<file path="config.mk">
export PLATFORM = sky130hd
export DESIGN_NAME = cpu_6502_subset_core
export DESIGN_NICKNAME = d
export VERILOG_FILES = /design/src/hdl/c65_pkg.sv /design/src/hdl/cpu_6502_subset_core.sv /design/src/hdl/c65_decode.sv /design/src/hdl/c65_step.sv
export SDC_FILE = /design/constraint.sdc
export NUM_CORES = 1
export LEC_CHECK = 0
export CORE_MARGIN = 4
export CORE_UTILIZATION = 45
export CTS_BUF_LIST = sky130_fd_sc_hd__clkbuf_16
export CTS_CLUSTER_SIZE = 14
export DETAILED_ROUTE_END_ITERATION = 8
export DONT_BUFFER_PORTS = 1
export HOLD_SLACK_MARGIN = 0.03
export PLACE_DENSITY = 0.59
export SYNTH_ARGS = -nofsm -noshare
export SYNTH_HDL_FRONTEND = slang
export SYNTH_SLANG_ARGS = --single-unit
export TNS_END_PERCENT = 5
</file>
<file path="constraint.sdc">
create_clock -name clk -period 6.35 [get_ports clk]
set_input_delay 0.635 -clock clk [delete_from_list [all_inputs] [get_ports clk]]
set_output_delay 0.635 -clock clk [all_outputs]
set_load 0.005 [all_outputs]
</file>
<file path="src/hdl/c65_pkg.sv">
// Shared types, opcode constants and small helper functions for the 6502
// subset core. No dependencies.
package c65_pkg;

  typedef enum logic [3:0] {
    PH_IDLE, PH_OPC, PH_OP1, PH_OP2, PH_PTRLO, PH_PTRHI, PH_DATA, PH_WRITE,
    PH_PULL1, PH_PULL2, PH_PUSHHI, PH_PUSHLO, PH_HALT
  } phase_t;

  typedef enum logic [3:0] {
    M_IMP, M_IMM, M_ZP, M_ZPX, M_ZPY, M_ABS, M_ABSX, M_ABSY, M_INDX, M_INDY, M_REL
  } mode_t;

  typedef enum logic [4:0] {
    K_ORA, K_AND, K_EOR, K_ADC, K_STA, K_LDA, K_CMP, K_SBC, K_LDX, K_LDY,
    K_STX, K_STY, K_CPX, K_CPY, K_BIT, K_JMP, K_JSR, K_BR, K_NOP2, K_IMPL, K_BAD
  } kind_t;

  typedef struct packed {
    logic [7:0]  a;
    logic [7:0]  x;
    logic [7:0]  y;
    logic [7:0]  s;
    logic [7:0]  p;
    logic [15:0] pc;
    logic [7:0]  opc;
    logic [15:0] latch;
    phase_t      phase;
    logic        halt;
  } cpu_state_t;

  typedef struct packed {
    logic [15:0] addr;
    logic [7:0]  wdata;
    logic        wr;
    logic        fetch;
  } bus_req_t;

  typedef struct packed {
    bus_req_t    bus;
    logic        halted;
    logic [7:0]  a;
    logic [7:0]  x;
    logic [7:0]  y;
    logic [7:0]  s;
    logic [7:0]  p;
    logic [15:0] pc;
  } result_t;

  localparam logic [7:0] STACK_PAGE = 8'h01;
  localparam logic [7:0] RESET_SP   = 8'hFD;
  localparam logic [7:0] RESET_P    = 8'h24;
  localparam logic [7:0] P_PUSH_SET = 8'h30;
  localparam logic [7:0] P_PULL_KEEP = 8'hEF;
  localparam logic [7:0] P_B_BIT    = 8'h10;
  localparam logic [7:0] P_U_BIT    = 8'h20;

  // status bit positions
  localparam int F_C = 0;
  localparam int F_Z = 1;
  localparam int F_I = 2;
  localparam int F_D = 3;
  localparam int F_V = 6;
  localparam int F_N = 7;

  // implied opcodes
  localparam logic [7:0] OP_CLC = 8'h18, OP_SEC = 8'h38, OP_CLD = 8'hD8;
  localparam logic [7:0] OP_SED = 8'hF8, OP_CLI = 8'h58, OP_SEI = 8'h78;
  localparam logic [7:0] OP_CLV = 8'hB8, OP_DEX = 8'hCA, OP_DEY = 8'h88;
  localparam logic [7:0] OP_INX = 8'hE8, OP_INY = 8'hC8, OP_NOP = 8'hEA;
  localparam logic [7:0] OP_PHA = 8'h48, OP_PHP = 8'h08, OP_PLA = 8'h68;
  localparam logic [7:0] OP_PLP = 8'h28, OP_RTS = 8'h60, OP_TAX = 8'hAA;
  localparam logic [7:0] OP_TAY = 8'hA8, OP_TSX = 8'hBA, OP_TXA = 8'h8A;
  localparam logic [7:0] OP_TXS = 8'h9A, OP_TYA = 8'h98;

  function automatic logic [7:0] set_nz(logic [7:0] p, logic [7:0] v);
    logic [7:0] r;
    r = p;
    r[F_N] = v[7];
    r[F_Z] = (v == 8'h00);
    return r;
  endfunction

  function automatic logic is_store(kind_t k);
    return (k == K_STA) || (k == K_STX) || (k == K_STY);
  endfunction

  // Read-type execution on a fetched operand byte.
  function automatic cpu_state_t exec_read(cpu_state_t s, kind_t k, logic [7:0] v);
    cpu_state_t r;
    logic [7:0] addend;
    logic [8:0] sum;
    logic [7:0] cmp_reg;
    logic [8:0] diff;
    r = s;
    addend = (k == K_SBC) ? ~v : v;
    sum = {1'b0, s.a} + {1'b0, addend} + {8'h00, s.p[F_C]};
    cmp_reg = (k == K_CPX) ? s.x : ((k == K_CPY) ? s.y : s.a);
    diff = {1'b0, cmp_reg} - {1'b0, v};
    case (k)
      K_ORA: begin r.a = s.a | v; r.p = set_nz(s.p, r.a); end
      K_AND: begin r.a = s.a & v; r.p = set_nz(s.p, r.a); end
      K_EOR: begin r.a = s.a ^ v; r.p = set_nz(s.p, r.a); end
      K_ADC, K_SBC: begin
        r.a = sum[7:0];
        r.p = set_nz(s.p, sum[7:0]);
        r.p[F_C] = sum[8];
        r.p[F_V] = ~(s.a[7] ^ addend[7]) & (s.a[7] ^ sum[7]);
      end
      K_LDA: begin r.a = v; r.p = set_nz(s.p, v); end
      K_LDX: begin r.x = v; r.p = set_nz(s.p, v); end
      K_LDY: begin r.y = v; r.p = set_nz(s.p, v); end
      K_CMP, K_CPX, K_CPY: begin
        r.p = set_nz(s.p, diff[7:0]);
        r.p[F_C] = ~diff[8];
      end
      K_BIT: begin
        r.p[F_Z] = ((s.a & v) == 8'h00);
        r.p[F_V] = v[6];
        r.p[F_N] = v[7];
      end
      default: ;
    endcase
    return r;
  endfunction

endpackage

</file>
<file path="src/hdl/cpu_6502_subset_core.sv">
// Top level of the bus-driven 6502 subset core: register state, config
// register and the two-entry result buffer. Depends on c65_pkg and c65_step.

// Each input transfer is either a kick (action = 0) or the completion of the
// previously requested bus access (action = 1) with its read byte; each one
// yields exactly one output transfer describing the next access plus a
// snapshot of A, X, Y, S, P and PC. While in_stall is low, one input
// transfer is taken per clock: the whole step is a single pass of decode
// and execute logic from the register state to the result register, so the
// rate is one transfer per cycle. Results go into a two-entry buffer (output
// register plus skid), so in_stall is registered and input keeps flowing
// while one result waits. Writing start_address while the core is still
// idle (before the first kick or completion) also loads PC; later writes
// only change the register. An unsupported opcode halts the core until
// reset; halted results then repeat the PC as a plain read address.
module cpu_6502_subset_core (
  input  logic        clk,
  input  logic        rst,
  input  logic        cfg_write,
  input  logic [15:0] cfg_data,
  input  logic        in_valid,
  output logic        in_stall,
  input  logic        action,
  input  logic [7:0]  read_data,
  output logic        out_valid,
  input  logic        out_stall,
  output logic [15:0] bus_address,
  output logic [7:0]  bus_write_data,
  output logic        bus_write,
  output logic        opcode_fetch,
  output logic        halted,
  output logic [7:0]  acc_value,
  output logic [7:0]  x_value,
  output logic [7:0]  y_value,
  output logic [7:0]  stack_value,
  output logic [7:0]  flags_value,
  output logic [15:0] pc_value
);
  import c65_pkg::*;

  cpu_state_t  state;
  cpu_state_t  state_next;
  cpu_state_t  state_upd;
  bus_req_t    bus_next;
  result_t     res_next;
  result_t     out_reg;
  result_t     skid_reg;
  logic        skid_valid;
  logic [15:0] start_address;
  logic        in_xfer;
  logic        out_xfer;

  assign in_xfer  = in_valid && !in_stall;
  assign out_xfer = out_valid && !out_stall;
  // only the skid entry being full blocks input
  assign in_stall = skid_valid;

  c65_step u_step (
    .st    (state),
    .action(action),
    .data  (read_data),
    .nst   (state_next),
    .bus   (bus_next)
  );

  assign res_next = '{bus: bus_next, halted: state_next.halt, a: state_next.a,
                      x: state_next.x, y: state_next.y, s: state_next.s,
                      p: state_next.p, pc: state_next.pc};

  // step result on a transfer, then the idle-time PC load from config
  always_comb begin
    state_upd = in_xfer ? state_next : state;
    if (cfg_write && state.phase == PH_IDLE) state_upd.pc = cfg_data;
  end

  // architectural state
  always_ff @(posedge clk) begin
    if (rst) begin
      state <= '{a: 8'h00, x: 8'h00, y: 8'h00, s: RESET_SP, p: RESET_P,
                 pc: 16'h0000, opc: 8'h00, latch: 16'h0000, phase: PH_IDLE,
                 halt: 1'b0};
      start_address <= 16'h0000;
    end else begin
      state <= state_upd;
      if (cfg_write) start_address <= cfg_data;
    end
  end

  // result buffer: out_reg drives the port, skid_reg catches one more
  always_ff @(posedge clk) begin
    if (rst) begin
      out_valid  <= 1'b0;
      skid_valid <= 1'b0;
    end else if (out_xfer) begin
      if (skid_valid) begin
        out_valid  <= 1'b1;
        skid_valid <= 1'b0;
      end else begin
        out_valid <= in_xfer;
      end
    end else if (in_xfer) begin
      if (!out_valid) out_valid <= 1'b1;
      else            skid_valid <= 1'b1;
    end
  end

  always_ff @(posedge clk) begin
    if (out_xfer) begin
      if (skid_valid) out_reg <= skid_reg;
      else if (in_xfer) out_reg <= res_next;
    end else if (in_xfer) begin
      if (!out_valid) out_reg <= res_next;
      else            skid_reg <= res_next;
    end
  end

  assign bus_address    = out_reg.bus.addr;
  assign bus_write_data = out_reg.bus.wdata;
  assign bus_write      = out_reg.bus.wr;
  assign opcode_fetch   = out_reg.bus.fetch;
  assign halted         = out_reg.halted;
  assign acc_value      = out_reg.a;
  assign x_value        = out_reg.x;
  assign y_value        = out_reg.y;
  assign stack_value    = out_reg.s;
  assign flags_value    = out_reg.p;
  assign pc_value       = out_reg.pc;

endmodule

</file>
<file path="src/hdl/c65_decode.sv">
// Opcode decoder: addressing mode and operation class of one opcode.
// Depends on c65_pkg.
module c65_decode (
  input  logic [7:0]     opcode,
  output c65_pkg::mode_t mode,
  output c65_pkg::kind_t kind
);
  import c65_pkg::*;

  always_comb begin
    mode = M_IMP;
    kind = K_BAD;
    if (opcode[1:0] == 2'b01) begin
      kind = kind_t'({2'b00, opcode[7:5]});
      case (opcode[4:2])
        3'd0: mode = M_INDX;
        3'd1: mode = M_ZP;
        3'd2: mode = M_IMM;
        3'd3: mode = M_ABS;
        3'd4: mode = M_INDY;
        3'd5: mode = M_ZPX;
        3'd6: mode = M_ABSY;
        default: mode = M_ABSX;
      endcase
      if (kind == K_STA && mode == M_IMM) kind = K_NOP2;
    end else if (opcode[4:0] == 5'h10) begin
      mode = M_REL;
      kind = K_BR;
    end else begin
      unique case (opcode) inside
        8'h24: begin mode = M_ZP;   kind = K_BIT; end
        8'h2C: begin mode = M_ABS;  kind = K_BIT; end
        8'hE0: begin mode = M_IMM;  kind = K_CPX; end
        8'hE4: begin mode = M_ZP;   kind = K_CPX; end
        8'hEC: begin mode = M_ABS;  kind = K_CPX; end
        8'hC0: begin mode = M_IMM;  kind = K_CPY; end
        8'hC4: begin mode = M_ZP;   kind = K_CPY; end
        8'hCC: begin mode = M_ABS;  kind = K_CPY; end
        8'h20: begin mode = M_ABS;  kind = K_JSR; end
        8'h4C: begin mode = M_ABS;  kind = K_JMP; end
        8'hA2: begin mode = M_IMM;  kind = K_LDX; end
        8'hA6: begin mode = M_ZP;   kind = K_LDX; end
        8'hB6: begin mode = M_ZPY;  kind = K_LDX; end
        8'hAE: begin mode = M_ABS;  kind = K_LDX; end
        8'hBE: begin mode = M_ABSY; kind = K_LDX; end
        8'hA0: begin mode = M_IMM;  kind = K_LDY; end
        8'hA4: begin mode = M_ZP;   kind = K_LDY; end
        8'hB4: begin mode = M_ZPX;  kind = K_LDY; end
        8'hAC: begin mode = M_ABS;  kind = K_LDY; end
        8'hBC: begin mode = M_ABSX; kind = K_LDY; end
        8'h86: begin mode = M_ZP;   kind = K_STX; end
        8'h96: begin mode = M_ZPY;  kind = K_STX; end
        8'h8E: begin mode = M_ABS;  kind = K_STX; end
        8'h84: begin mode = M_ZP;   kind = K_STY; end
        8'h94: begin mode = M_ZPX;  kind = K_STY; end
        8'h8C: begin mode = M_ABS;  kind = K_STY; end
        OP_CLC, OP_CLD, OP_CLI, OP_CLV, OP_DEX, OP_DEY, OP_INX, OP_INY,
        OP_NOP, OP_PHA, OP_PHP, OP_PLA, OP_PLP, OP_RTS, OP_SEC, OP_SED,
        OP_SEI, OP_TAX, OP_TAY, OP_TSX, OP_TXA, OP_TXS, OP_TYA:
          kind = K_IMPL;
        default: ;
      endcase
    end
  end

endmodule

</file>
<file path="src/hdl/c65_step.sv">
// One bus-cycle step of the core: next register state and next bus request.
// Depends on c65_pkg and c65_decode.
module c65_step (
  input  c65_pkg::cpu_state_t st,
  input  logic                action,
  input  logic [7:0]          data,
  output c65_pkg::cpu_state_t nst,
  output c65_pkg::bus_req_t   bus
);
  import c65_pkg::*;

  mode_t cmode, dmode;
  kind_t ckind, dkind;

  c65_decode u_dec_cur  (.opcode(st.opc), .mode(cmode), .kind(ckind));
  c65_decode u_dec_data (.opcode(data),   .mode(dmode), .kind(dkind));

  always_comb begin
    logic        go_fetch;
    logic [7:0]  idx;
    logic [15:0] ea;
    logic [7:0]  zp;
    logic [7:0]  st_val;
    logic        flag;
    logic        do_at;
    logic [15:0] pcm1;

    nst = st;
    bus = '{addr: st.pc, wdata: 8'h00, wr: 1'b0, fetch: 1'b0};
    go_fetch = 1'b0;
    do_at = 1'b0;
    ea = 16'h0000;
    idx = (cmode == M_ZPX || cmode == M_ABSX) ? st.x :
          ((cmode == M_ZPY || cmode == M_ABSY) ? st.y : 8'h00);
    zp = data + idx;
    st_val = (ckind == K_STA) ? st.a : ((ckind == K_STX) ? st.x : st.y);
    case (st.opc[7:6])
      2'd0: flag = st.p[F_N];
      2'd1: flag = st.p[F_V];
      2'd2: flag = st.p[F_C];
      default: flag = st.p[F_Z];
    endcase
    pcm1 = st.pc - 16'd1;

    if (!st.halt) begin
      if (!action || st.phase == PH_IDLE) begin
        go_fetch = 1'b1;
      end else begin
        unique case (st.phase)
          PH_OPC: begin
            nst.opc = data;
            nst.pc = st.pc + 16'd1;
            if (dkind == K_BAD) begin
              nst.halt = 1'b1;
              nst.phase = PH_HALT;
            end else if (dkind == K_IMPL) begin
              go_fetch = 1'b1;
              case (data)
                OP_PHA: begin
                  bus = '{addr: {STACK_PAGE, st.s}, wdata: st.a, wr: 1'b1, fetch: 1'b0};
                  nst.s = st.s - 8'd1;
                  nst.phase = PH_WRITE;
                  go_fetch = 1'b0;
                end
                OP_PHP: begin
                  bus = '{addr: {STACK_PAGE, st.s}, wdata: st.p | P_PUSH_SET,
                          wr: 1'b1, fetch: 1'b0};
                  nst.s = st.s - 8'd1;
                  nst.phase = PH_WRITE;
                  go_fetch = 1'b0;
                end
                OP_PLA, OP_PLP, OP_RTS: begin
                  nst.s = st.s + 8'd1;
                  bus = '{addr: {STACK_PAGE, nst.s}, wdata: 8'h00, wr: 1'b0, fetch: 1'b0};
                  nst.phase = PH_PULL1;
                  go_fetch = 1'b0;
                end
                OP_CLC: nst.p[F_C] = 1'b0;
                OP_SEC: nst.p[F_C] = 1'b1;
                OP_CLD: nst.p[F_D] = 1'b0;
                OP_SED: nst.p[F_D] = 1'b1;
                OP_CLI: nst.p[F_I] = 1'b0;
                OP_SEI: nst.p[F_I] = 1'b1;
                OP_CLV: nst.p[F_V] = 1'b0;
                OP_DEX: begin nst.x = st.x - 8'd1; nst.p = set_nz(st.p, nst.x); end
                OP_DEY: begin nst.y = st.y - 8'd1; nst.p = set_nz(st.p, nst.y); end
                OP_INX: begin nst.x = st.x + 8'd1; nst.p = set_nz(st.p, nst.x); end
                OP_INY: begin nst.y = st.y + 8'd1; nst.p = set_nz(st.p, nst.y); end
                OP_TAX: begin nst.x = st.a; nst.p = set_nz(st.p, st.a); end
                OP_TAY: begin nst.y = st.a; nst.p = set_nz(st.p, st.a); end
                OP_TSX: begin nst.x = st.s; nst.p = set_nz(st.p, st.s); end
                OP_TXA: begin nst.a = st.x; nst.p = set_nz(st.p, st.x); end
                OP_TYA: begin nst.a = st.y; nst.p = set_nz(st.p, st.y); end
                OP_TXS: nst.s = st.x;
                default: ;
              endcase
            end else begin
              bus = '{addr: nst.pc, wdata: 8'h00, wr: 1'b0, fetch: 1'b0};
              nst.phase = PH_OP1;
            end
          end
          PH_OP1: begin
            nst.pc = st.pc + 16'd1;
            if (cmode == M_IMM) begin
              nst = exec_read(nst, ckind, data);
              go_fetch = 1'b1;
            end else if (cmode == M_REL) begin
              if (flag == st.opc[5]) nst.pc = nst.pc + {{8{data[7]}}, data};
              go_fetch = 1'b1;
            end else if (cmode == M_ZP || cmode == M_ZPX || cmode == M_ZPY) begin
              ea = {8'h00, zp};
              do_at = 1'b1;
            end else if (cmode == M_INDX || cmode == M_INDY) begin
              nst.latch = {8'h00, (cmode == M_INDX) ? data + st.x : data};
              bus = '{addr: nst.latch, wdata: 8'h00, wr: 1'b0, fetch: 1'b0};
              nst.phase = PH_PTRLO;
            end else begin
              nst.latch = {8'h00, data};
              bus = '{addr: nst.pc, wdata: 8'h00, wr: 1'b0, fetch: 1'b0};
              nst.phase = PH_OP2;
            end
          end
          PH_OP2: begin
            nst.pc = st.pc + 16'd1;
            if (ckind == K_JMP) begin
              nst.pc = {data, st.latch[7:0]};
              go_fetch = 1'b1;
            end else if (ckind == K_JSR) begin
              // return address minus one, high byte first
              nst.latch = {data, st.latch[7:0]};
              bus = '{addr: {STACK_PAGE, st.s}, wdata: st.pc[15:8], wr: 1'b1, fetch: 1'b0};
              nst.s = st.s - 8'd1;
              nst.phase = PH_PUSHHI;
            end else begin
              ea = {data, st.latch[7:0]} + {8'h00, idx};
              do_at = 1'b1;
            end
          end
          PH_PTRLO: begin
            nst.latch = {data, st.latch[7:0]};
            bus = '{addr: {8'h00, st.latch[7:0] + 8'd1}, wdata: 8'h00, wr: 1'b0,
                    fetch: 1'b0};
            nst.phase = PH_PTRHI;
          end
          PH_PTRHI: begin
            ea = {data, st.latch[15:8]} + ((cmode == M_INDY) ? {8'h00, st.y} : 16'h0000);
            do_at = 1'b1;
          end
          PH_DATA: begin
            nst = exec_read(st, ckind, data);
            go_fetch = 1'b1;
          end
          PH_PULL1: begin
            if (st.opc == OP_PLA) begin
              nst.a = data;
              nst.p = set_nz(st.p, data);
              go_fetch = 1'b1;
            end else if (st.opc == OP_PLP) begin
              nst.p = (data & P_PULL_KEEP) | (st.p & P_B_BIT) | P_U_BIT;
              go_fetch = 1'b1;
            end else begin
              nst.latch = {8'h00, data};
              nst.s = st.s + 8'd1;
              bus = '{addr: {STACK_PAGE, nst.s}, wdata: 8'h00, wr: 1'b0, fetch: 1'b0};
              nst.phase = PH_PULL2;
            end
          end
          PH_PULL2: begin
            nst.pc = {data, st.latch[7:0]} + 16'd1;
            go_fetch = 1'b1;
          end
          PH_PUSHHI: begin
            bus = '{addr: {STACK_PAGE, st.s}, wdata: pcm1[7:0], wr: 1'b1, fetch: 1'b0};
            nst.s = st.s - 8'd1;
            nst.phase = PH_PUSHLO;
          end
          PH_PUSHLO: begin
            nst.pc = st.latch;
            go_fetch = 1'b1;
          end
          default: go_fetch = 1'b1;
        endcase
      end
    end

    if (do_at) begin
      if (is_store(ckind)) begin
        bus = '{addr: ea, wdata: st_val, wr: 1'b1, fetch: 1'b0};
        nst.phase = PH_WRITE;
      end else begin
        bus = '{addr: ea, wdata: 8'h00, wr: 1'b0, fetch: 1'b0};
        nst.phase = PH_DATA;
      end
    end
    if (go_fetch) begin
      bus = '{addr: nst.pc, wdata: 8'h00, wr: 1'b0, fetch: 1'b1};
      nst.phase = PH_OPC;
    end
    if (nst.halt) begin
      bus = '{addr: nst.pc, wdata: 8'h00, wr: 1'b0, fetch: 1'b0};
    end
  end

endmodule

</file>
Word level (Yosys, flattened, before mapping):

Index checks and enable logic that the tools add are counted.

* reductions and logical operators: 79
* mux-type cells: 136
* add/sub/neg operators: 18
* equality and inequality tests: 176
* bitwise operators: 15

Operators by type and width (count)
* 8-bit == test (second input constant): 72
* 83-bit two-way mux: 5
* 26-bit two-way mux: 15
* 16-bit two-way mux: 11
* 85-bit two-way mux: 2
* 8-bit two-way mux: 20
* 26-bit one-hot mux with 6 select lines: 1
* 20-bit two-way mux: 7
* 40-bit two-way mux: 3
* 8-bit logical NOT: 14
* 5-bit one-hot mux with 10 select lines: 2
* 8-bit by 7-bit == test with 1-bit output (second input constant): 12
* 16-bit one-hot mux with 3 select lines: 2
* 8-bit one-hot mux with 4 select lines: 3
* 8-bit by 6-bit == test with 1-bit output (second input constant): 10
* 16-bit one-hot mux with 5 select lines: 1
* 8-bit one-hot mux with 5 select lines: 2
* 26-bit one-hot mux with 3 select lines: 1
* 16-bit one-hot mux with 4 select lines: 1
* 4-bit one-hot mux with 7 select lines: 2
* 8-bit one-hot mux with 3 select lines: 2
* 23-bit OR reduction: 2
* 45-bit two-way mux: 1
* 5-bit by 4-bit == test with 1-bit output (second input constant): 8
* other kinds (76): 225

* word-level logic and storage cells: 459
* input bits: 30
* register bits after elaboration: 253
* output and inout port bits: 85

Depth between registers and ports, before layout:

Gate-level depths: netlist (run 1).

* depth in word-level cells: 23
* depth in mapped cells: 22
* depth with buffers taken out: 19

Cells and area by module:

Synthesis (run 1) repeated with hierarchy kept, for this count alone.

* cells, all modules: 2675
* area total of the unflattened synthesis: 22118.7 um^2

By module, submodules not included
* c65_step: instances 1, seq. area each 0.0 um^2, cells each 1861, area each 11788.8 um^2
* cpu_6502_subset_core: instances 1, seq. area each 6726.5 um^2, cells each 644, area each 9331.4 um^2
* c65_decode: instances 2, seq. area each 0.0 um^2, cells each 85, area each 499.2 um^2

Worst setup path after synthesis (run 1):

Ideal clock, no wire load.

* kind: input to register
* from: in in_valid
* to: reg out_reg, in the netlist acc_value[0], enable pin
* required time: 5.798 ns
* stages on the path: 5
* path buffers: 2
* path slack: 0.423 ns
* setup time: 0.552 ns
* data arrival time: 5.375 ns
* cell sequence: nor2b_1 clkbuf_1 clkbuf_1 a21oi_1 a21oi_1

* cells in the longest elaborated chain, start to end: 3
* elaborated cells on any way between the ends: 4
* classes of those cells: reduce/logical (4)

Ends and longest elaborated chain
* from (decl): RTL line cpu_6502_subset_core.sv:21 `input logic in_valid,`
* 1-bit logical AND (*): RTL line cpu_6502_subset_core.sv:53 `assign in_xfer = in_valid && !in_stall;`
* 2-bit nonzero test (no line)
* 3-bit AND reduction (no line) (*)
* to (signal assigned): RTL line cpu_6502_subset_core.sv:109 `if (skid_valid) out_reg <= skid_reg;`
* to (signal assigned): RTL line cpu_6502_subset_core.sv:110 `else if (in_xfer) out_reg <= res_next;`
* to (signal assigned): RTL line cpu_6502_subset_core.sv:112 `if (!out_valid) out_reg <= res_next;`
* to (decl): RTL line cpu_6502_subset_core.sv:46 `result_t out_reg;`

Mark *: on every way between the ends. The rest lies on a longest branch, timed or not.
A chain may end at the register's enable or synchronous reset.

==> results.ini, run 1 <==
[status]
run_status = complete, no violations

[routing]
routed_wl_mm = 97.4
routed-wl-met2_mm = 39.8
dr_total_vias = 22600
postRouteAntennaNets = 0
wl_per_cell_microns = 30.3
wl_met3_mm = 12.8
drc = 0
dr.pass1.iters = 9
viasPerCell = 7.01
top_layer = met5
dr.first_iter.drc_count = 3318
met1_length_mm = 40.1

[yosys]
netlist_top_cells_area = edfxtp_1, dfxtp_1, ha_1
yosys_warnings = 0
avgSynthCellArea_sq_um = 8.10
seq_area_frac_synth_pct = 30.9
synth_flop_cell = edfxtp_1
netlist_area_sq_mm = 0.0217
syn_nets = 2815
synth_cell_type_count = 100
synth_top_area_share_pct = 22.9
ys_async_sr_fraction_pct = 0
yosys.area.top_type = edfxtp_1
synth_cells = 2685
ys_ff_latch = 253
synth-edff-count = 166

[timing]
maxSlewViolCount = 0
slew_headroom_pct = 21.8
finClkSkew_ps = 49.5
rsz0062_at_grt = no
timing.hold.ws_ps = 180
min_period_ps = 5800
setup_viol = 0
fmax_mhz = 172
fin_crit_sh_pct = 91.4
worst_pin_slew_ps = 1170
finalHoldViolCount = 0
fin_setup_tns_ps = 0

[cells_and_area]
multi_input_area_sq_mm = 0.0139
area_delta_synth_final_pct = 6.71
largest_register_ff_count = 85
fin_nets = 2709
fillers = 4682
drive_gt1_share_pct = 8.07
seqCellArea_sq_mm = 0.00673
fin_cells = 3217

[die]
ios = 115
die-area_sq_mm = 0.0519
dieHeight_microns = 228
start_util_pct = 45.5
num_rows = 80
core_sq_mm = 0.0477
die_x_microns = 228

[power]
p_clk_share_pct = 34.4
combPwrFrac_pct = 23.1
swShare_pct = 33.8
p_leak_uw = 0.00857
power.internal_uw = 3180
vdd_drop_max_mv = 0.207
switchingPower_uw = 1620
power_density_mw_per_mm2 = 207
p_total_uw = 4800
seq_power_share_pct = 42.5

[place]
routabilityCongestion = 1.02
dp_hpwl_mm = 70.3
port_buffers = 0
dp.cells = 3163

[global_route]
grt_max_degree = 84
antenna_found_initial = 3
overflow = 0
track_usage_pct = 35.5
grt_pass1_vias = 20500
grt_first_pass_wirelength_mm = 141

[worst_setup_path]
timing.rr.start = state[22]
reg2reg_setup_slack_ps = 550
reg2reg_depth = 19
worstSetupEndpoint = bus_address[14]
endpoint_kind = flop
critPathArrivalTime_ps = 6160
crit_path_max_fanout = 19
critPathKind = flop to flop
crit_required_ps = 6710
start_kind = flop
crit_start = state[22]
r2r_end = bus_address[14]

[clocking]
numCtsBuffers = 29
clkSinkCount = 253
ctsResizeCount = 0
cts-hold-fix-buffers = 0
clk_latency_ps = 610
cts_root_buffer = clkbuf_16
cts_tree = yes
clk_path_buf_depth = 3
post_cts_buffers = 0
path_clk_slew_ps = 60
htree_levels = 1

[min_path]
hold_class = input pin to flop

[run]
max_cap_viol_count = 0

[critical path, stage by stage (launching register included)]
cell,delay (ps)
dfxtp_1,520
nor4b_4,600
a21oi_1,180
o32ai_2,480
o21a_1,500
xnor2_1,200
nor2b_1,420
a22o_1,240
ha_1,200
inv_1,70
fa_1,430
nor2b_1,160
o31a_1,170
o21a_1,120
nor2_1,60
o21ai_0,280
o22ai_1,210
a221oi_1,360
a211oi_1,90
mux2_2,280
[logic make-up after synthesis]
kind of cell,synth area share [%]
adders and majority gates,6.03
muxes,4.24
DFF,30.9
and+or+nand+nor,20.8
xor gates and xnor gates,4.43
AOI/OAI and AO/OA,28.0
buffers and inverters,5.49
[cell type report]
cell class / count / share of cell area, %
clock buffers: 29 / 3.13
diodes: 1 / 0.0108
repair buffers: 78 / 2.52
flip-flops and latches: 253 / 29.0
inverters: 88 / 1.42
well taps: 615 / 3.32
clock inverters: 24 / 0.777
multi-input cells: 2129 / 59.8
[power by group through the flow]
stage	logic, uW	registers [uW]	clock network, uW
4_1_cts	1070	2040	1680
3_5_place_dp	1070	2070	0
5_1_grt	1190	2050	1750
6_report	1110	2040	1650
2_1_floorplan	792	1980	0
3_3_place_gp	1060	2070	0
[cell usage in the layout (no fill, tap or decap), drive strengths merged, types with 44 or more instances in the layout]
| cell | instances |
|---|---|
| nor2 | 296 |
| nand2 | 245 |
| a21oi | 210 |
| edfxtp | 166 |
| o21ai | 151 |
| inv | 97 |
| nor3 | 96 |
| ha | 92 |
| dfxtp | 87 |
| buf | 78 |
| xnor2 | 75 |
| nand3 | 56 |
| o22ai | 50 |
| mux2i | 47 |
| a22oi | 44 |
[stage by stage]
step	instance area (sq um)	util, %	setup slack [ps]
floorplan	21700	-	423
global placement	22300	46.7	795
detailed placement	22300	46.7	671
CTS	23200	48.6	628
global route	23200	48.6	17.0
finish	23200	48.6	547
[worst min-delay path by stage]
stage | slack, ps | end | cells past startpoint | from
2_1_floorplan | 440 | state[50] | 2 | state[50]
3_3_place_gp | 430 | skid_reg[20] | 0 | state[49]
3_5_place_dp | 440 | skid_reg[20] | 0 | state[49]
4_1_cts | 90 | state[20] | 1 | rst
5_1_grt | 140 | state[33] | 1 | rst
6_report | 180 | state[31] | 1 | rst
[layer usage]
layer,track usage [%],up-vias
met5,0,-
met4,14.2,2
met3,9.16,276
met2,50.7,1559
met1,51.1,10800
li1,-,9891
[cell usage after synthesis, types with 16 or more instances]
cell and number:
buf_2 21, nand2b_1 24, xor2_1 35, a211oi_1 39
a31oi_1 37, nor2b_1 32, clkbuf_1 174, a22o_1 19
nor4_1 28, nand4_1 30, nand3_1 56, ha_1 92
xnor2_1 75, a21o_1 28, a221oi_1 35, nor2_1 293
and3_1 23, edfxtp_1 166, o211ai_1 43, nor3_1 93
a21oi_1 209, nand2_1 245, a221o_1 18, a22oi_1 44
o22ai_1 50, and2_1 25, mux2i_1 47, mux2_2 38
o21a_1 35, dfxtp_1 87, or3_1 16, o21ai_0 140
inv_1 85
No activity file was read; power rests on OpenSTA's default activity.
==> run 2: changes to the inputs <==
--- a/config.mk
+++ b/config.mk
@@ -5,7 +5,6 @@
 export SDC_FILE = /design/constraint.sdc
 export NUM_CORES = 1
 export LEC_CHECK = 0
-export CORE_MARGIN = 4
 export CORE_UTILIZATION = 45
 export CTS_BUF_LIST = sky130_fd_sc_hd__clkbuf_16
 export CTS_CLUSTER_SIZE = 14
==> run 2 against run 1 <==
Net effect:
- design area about the same
- worst setup slack worse by 120 ps
- critical path depth down 2
- clock power up 3%
- global-route usage up 3.3 points
- core utilization about the same
- final cell count about the same
- sequential cell count unchanged
- combinational power about the same
- power up 1.0%
- largest cell class unchanged
- sequential share of layout area about the same
==> results.ini, run 2 (synthesis gave the netlist of run 1 again) <==
[status]
run_status = complete, no violations  ; unchanged

[power]
seq_power_share_pct = 42.2  ; was 42.5%
power_density_mw_per_mm2 = 209  ; was 207 mW/mm^2
p_leak_uw = 0.00856  ; was 0.00857 uW
p_clk_share_pct = 34.9  ; was 34.4%
swShare_pct = 34.0  ; was 33.8%
vdd_drop_max_mv = 0.211  ; was 0.207 mV
switchingPower_uw = 1650  ; was 1620 uW
power.internal_uw = 3200  ; was 3180 uW
p_total_uw = 4850  ; was 4800 uW
combPwrFrac_pct = 22.9  ; was 23.1%

[global_route]
antenna_found_initial = 1  ; was 3
grt_max_degree = 84  ; unchanged
grt_first_pass_wirelength_mm = 143  ; was 141 mm
grt_pass1_vias = 20500  ; about the same
track_usage_pct = 38.7  ; was 35.5%
overflow = 0  ; unchanged

[min_path]
min_to = state[48]  ; was state[31]
hp-start = rst  ; unchanged
hold_class = input pin to flop  ; unchanged
whs_path_depth = 1  ; unchanged

[worst_setup_path]
critPathArrivalTime_ps = 6280  ; was 6160 ps
r2r_end = flags_value[7]  ; was bus_address[14]
endpoint_kind = flop  ; unchanged
critPathKind = flop to flop  ; unchanged
reg2reg_depth = 17  ; was 19
slowest_stage = dfxtp_1  ; was nor4b_4
crit_chain = nor3b_2, nor2_1, o21ai_0, a21oi_1, nor2_1, nand4_1, xnor2_1, fa_1, a211oi_1, o21bai_1, a21oi_1, a21oi_1, xnor2_1, nor2_1, a2111oi_0, o211ai_1, mux2_2  ; was nor4b_4, a21oi_1, o32ai_2, o21a_1, xnor2_1, nor2b_1, a22o_1, ha_1, inv_1, fa_1, nor2b_1, o31a_1, o21a_1, nor2_1, o21ai_0, o22ai_1, a221oi_1, a211oi_1, mux2_2
path_buf_inv = 0  ; was 1
crit_required_ps = 6710  ; about the same
crit_path_max_fanout = 14  ; was 19
reg2reg_setup_slack_ps = 420  ; was 550 ps
timing.rr.start = state[25]  ; was state[22]
start_kind = flop  ; unchanged
critPathTopFamily = compound AO/OA/AOI/OAI gates  ; unchanged
cpPeakStageDelay_ps = 650  ; was 600 ps

[routing]
dr.pass1.iters = 8  ; was 9
drc = 0  ; unchanged
routed_wl_mm = 98.3  ; was 97.4 mm
postRouteAntennaNets = 0  ; unchanged
wl_per_cell_microns = 30.6  ; was 30.3 microns
dr.first_iter.drc_count = 3513  ; was 3318
dr_total_vias = 22600  ; about the same
viasPerCell = 7.04  ; was 7.01

[timing]
fin_setup_tns_ps = 0  ; unchanged
fin_crit_sh_pct = 93.3  ; was 91.4%
fmax_mhz = 169  ; was 172 MHz
min_period_ps = 5930  ; was 5800 ps
worst_pin_slew_ps = 1200  ; was 1170 ps
finalHoldViolCount = 0  ; unchanged
slew_headroom_pct = 19.9  ; was 21.8%
finClkSkew_ps = 17.2  ; was 49.5 ps
rsz0062_at_grt = no  ; unchanged
maxSlewViolCount = 0  ; unchanged
setup_viol = 0  ; unchanged

[die]
num_rows = 80  ; unchanged
ios = 115  ; unchanged
core_sq_mm = 0.0477  ; unchanged
dieHeight_microns = 222  ; was 228 microns
die-area_sq_mm = 0.0492  ; was 0.0519 sq mm
start_util_pct = 45.5  ; unchanged
die_x_microns = 222  ; was 228 microns

[clocking]
clk_path_buf_depth = 3  ; unchanged
cts_tree = yes  ; unchanged
clk_latency_ps = 610  ; about the same
post_cts_buffers = 0  ; unchanged
ctsResizeCount = 0  ; unchanged
clkSinkCount = 253  ; unchanged
path_clk_slew_ps = 70  ; was 60 ps
numCtsBuffers = 31  ; was 29
cts-hold-fix-buffers = 0  ; unchanged
htree_levels = 1  ; unchanged
cts_root_buffer = clkbuf_16  ; unchanged

[cells_and_area]
fillers = 4668  ; was 4682
largest_register_ff_count = 85  ; unchanged
layout_commonest_cell = nor2_1  ; unchanged
area_delta_synth_final_pct = 6.72  ; was 6.71%
fin_nets = 2705  ; was 2709
drive_gt1_share_pct = 8.00  ; was 8.07%
layout_common_cells = nor2_1, nand2_1, a21oi_1  ; unchanged

[place]
routabilityCongestion = 1.05  ; was 1.02
port_buffers = 0  ; unchanged
dp_hpwl_mm = 70.4  ; was 70.3 mm

[run]
max_cap_viol_count = 0  ; unchanged

run 2: worst reg2reg max path: stages (launching register included):
cell       delay [ps]
dfxtp_1           650
nor3b_2           470
nor2_1            120
o21ai_0           400
a21oi_1           220
nor2_1            290
nand4_1           540
xnor2_1           330
fa_1              460
a211oi_1          280
o21bai_1          100
a21oi_1           260
a21oi_1           170
xnor2_1           220
nor2_1             90
a2111oi_0         540
o211ai_1          230
mux2_2            300
run 2: worst max path at each step:
stage               from        endpoint  slack [ps]  cells after the start
6_report       state[25]  flags_value[7]         420                     17
5_1_grt        state[25]  flags_value[1]          70                     17
4_1_cts        state[25]  flags_value[1]         580                     17
3_5_place_dp   state[25]  flags_value[1]         580                     17
3_3_place_gp   state[25]  flags_value[1]         760                     17
2_1_floorplan   in_valid    acc_value[0]         420                      5
run 2: final cells by class:
| class | count | area, sq um | share of cell area [%] |
|---|---|---|---|
| diodes | 1 | 2.50 | 0.0108 |
| flip-flops and latches | 253 | 6730 | 29.0 |
| inverters | 88 | 330 | 1.42 |
| multi-input cells | 2129 | 13900 | 59.8 |
| clock inverters | 27 | 178 | 0.766 |
| repair buffers | 72 | 541 | 2.33 |
| clock buffers | 31 | 776 | 3.34 |
| well taps | 615 | 769 | 3.32 |
run 2: power groups by stage:
| stage | Clock, uW | Combinational (uW) | Sequential, uW |
|---|---|---|---|
| after global placement | 0 | 1050 | 2070 |
| after CTS | 1720 | 1070 | 2040 |
| after detailed placement | 0 | 1060 | 2070 |
| final | 1700 | 1110 | 2050 |
| after floorplan | 0 | 792 | 1980 |
| after global routing | 1780 | 1180 | 2050 |
run 2: routing by layer:
layer / GRT usage, % / routed length [microns] / vias up
met3: 8.61 / 11900 / 285
met2: 55.2 / 40200 / 1556
met5: 0 / 0 / -
met1: 55.6 / 41400 / 10900
li1: - / - / 9902
met4: 17.0 / 4890 / 0
run 2: stage by stage:
stage	setup WS, ps	area (sq um)	util [%]	hold WS, ps	std cells
4_1_cts	576	23200	48.6	96.2	3215
2_1_floorplan	423	21700	-	442	2685
3_5_place_dp	583	22200	46.6	442	3157
6_report	424	23200	48.6	162	3216
5_1_grt	67.5	23200	48.6	130	3215
3_3_place_gp	764	22200	46.6	432	3157
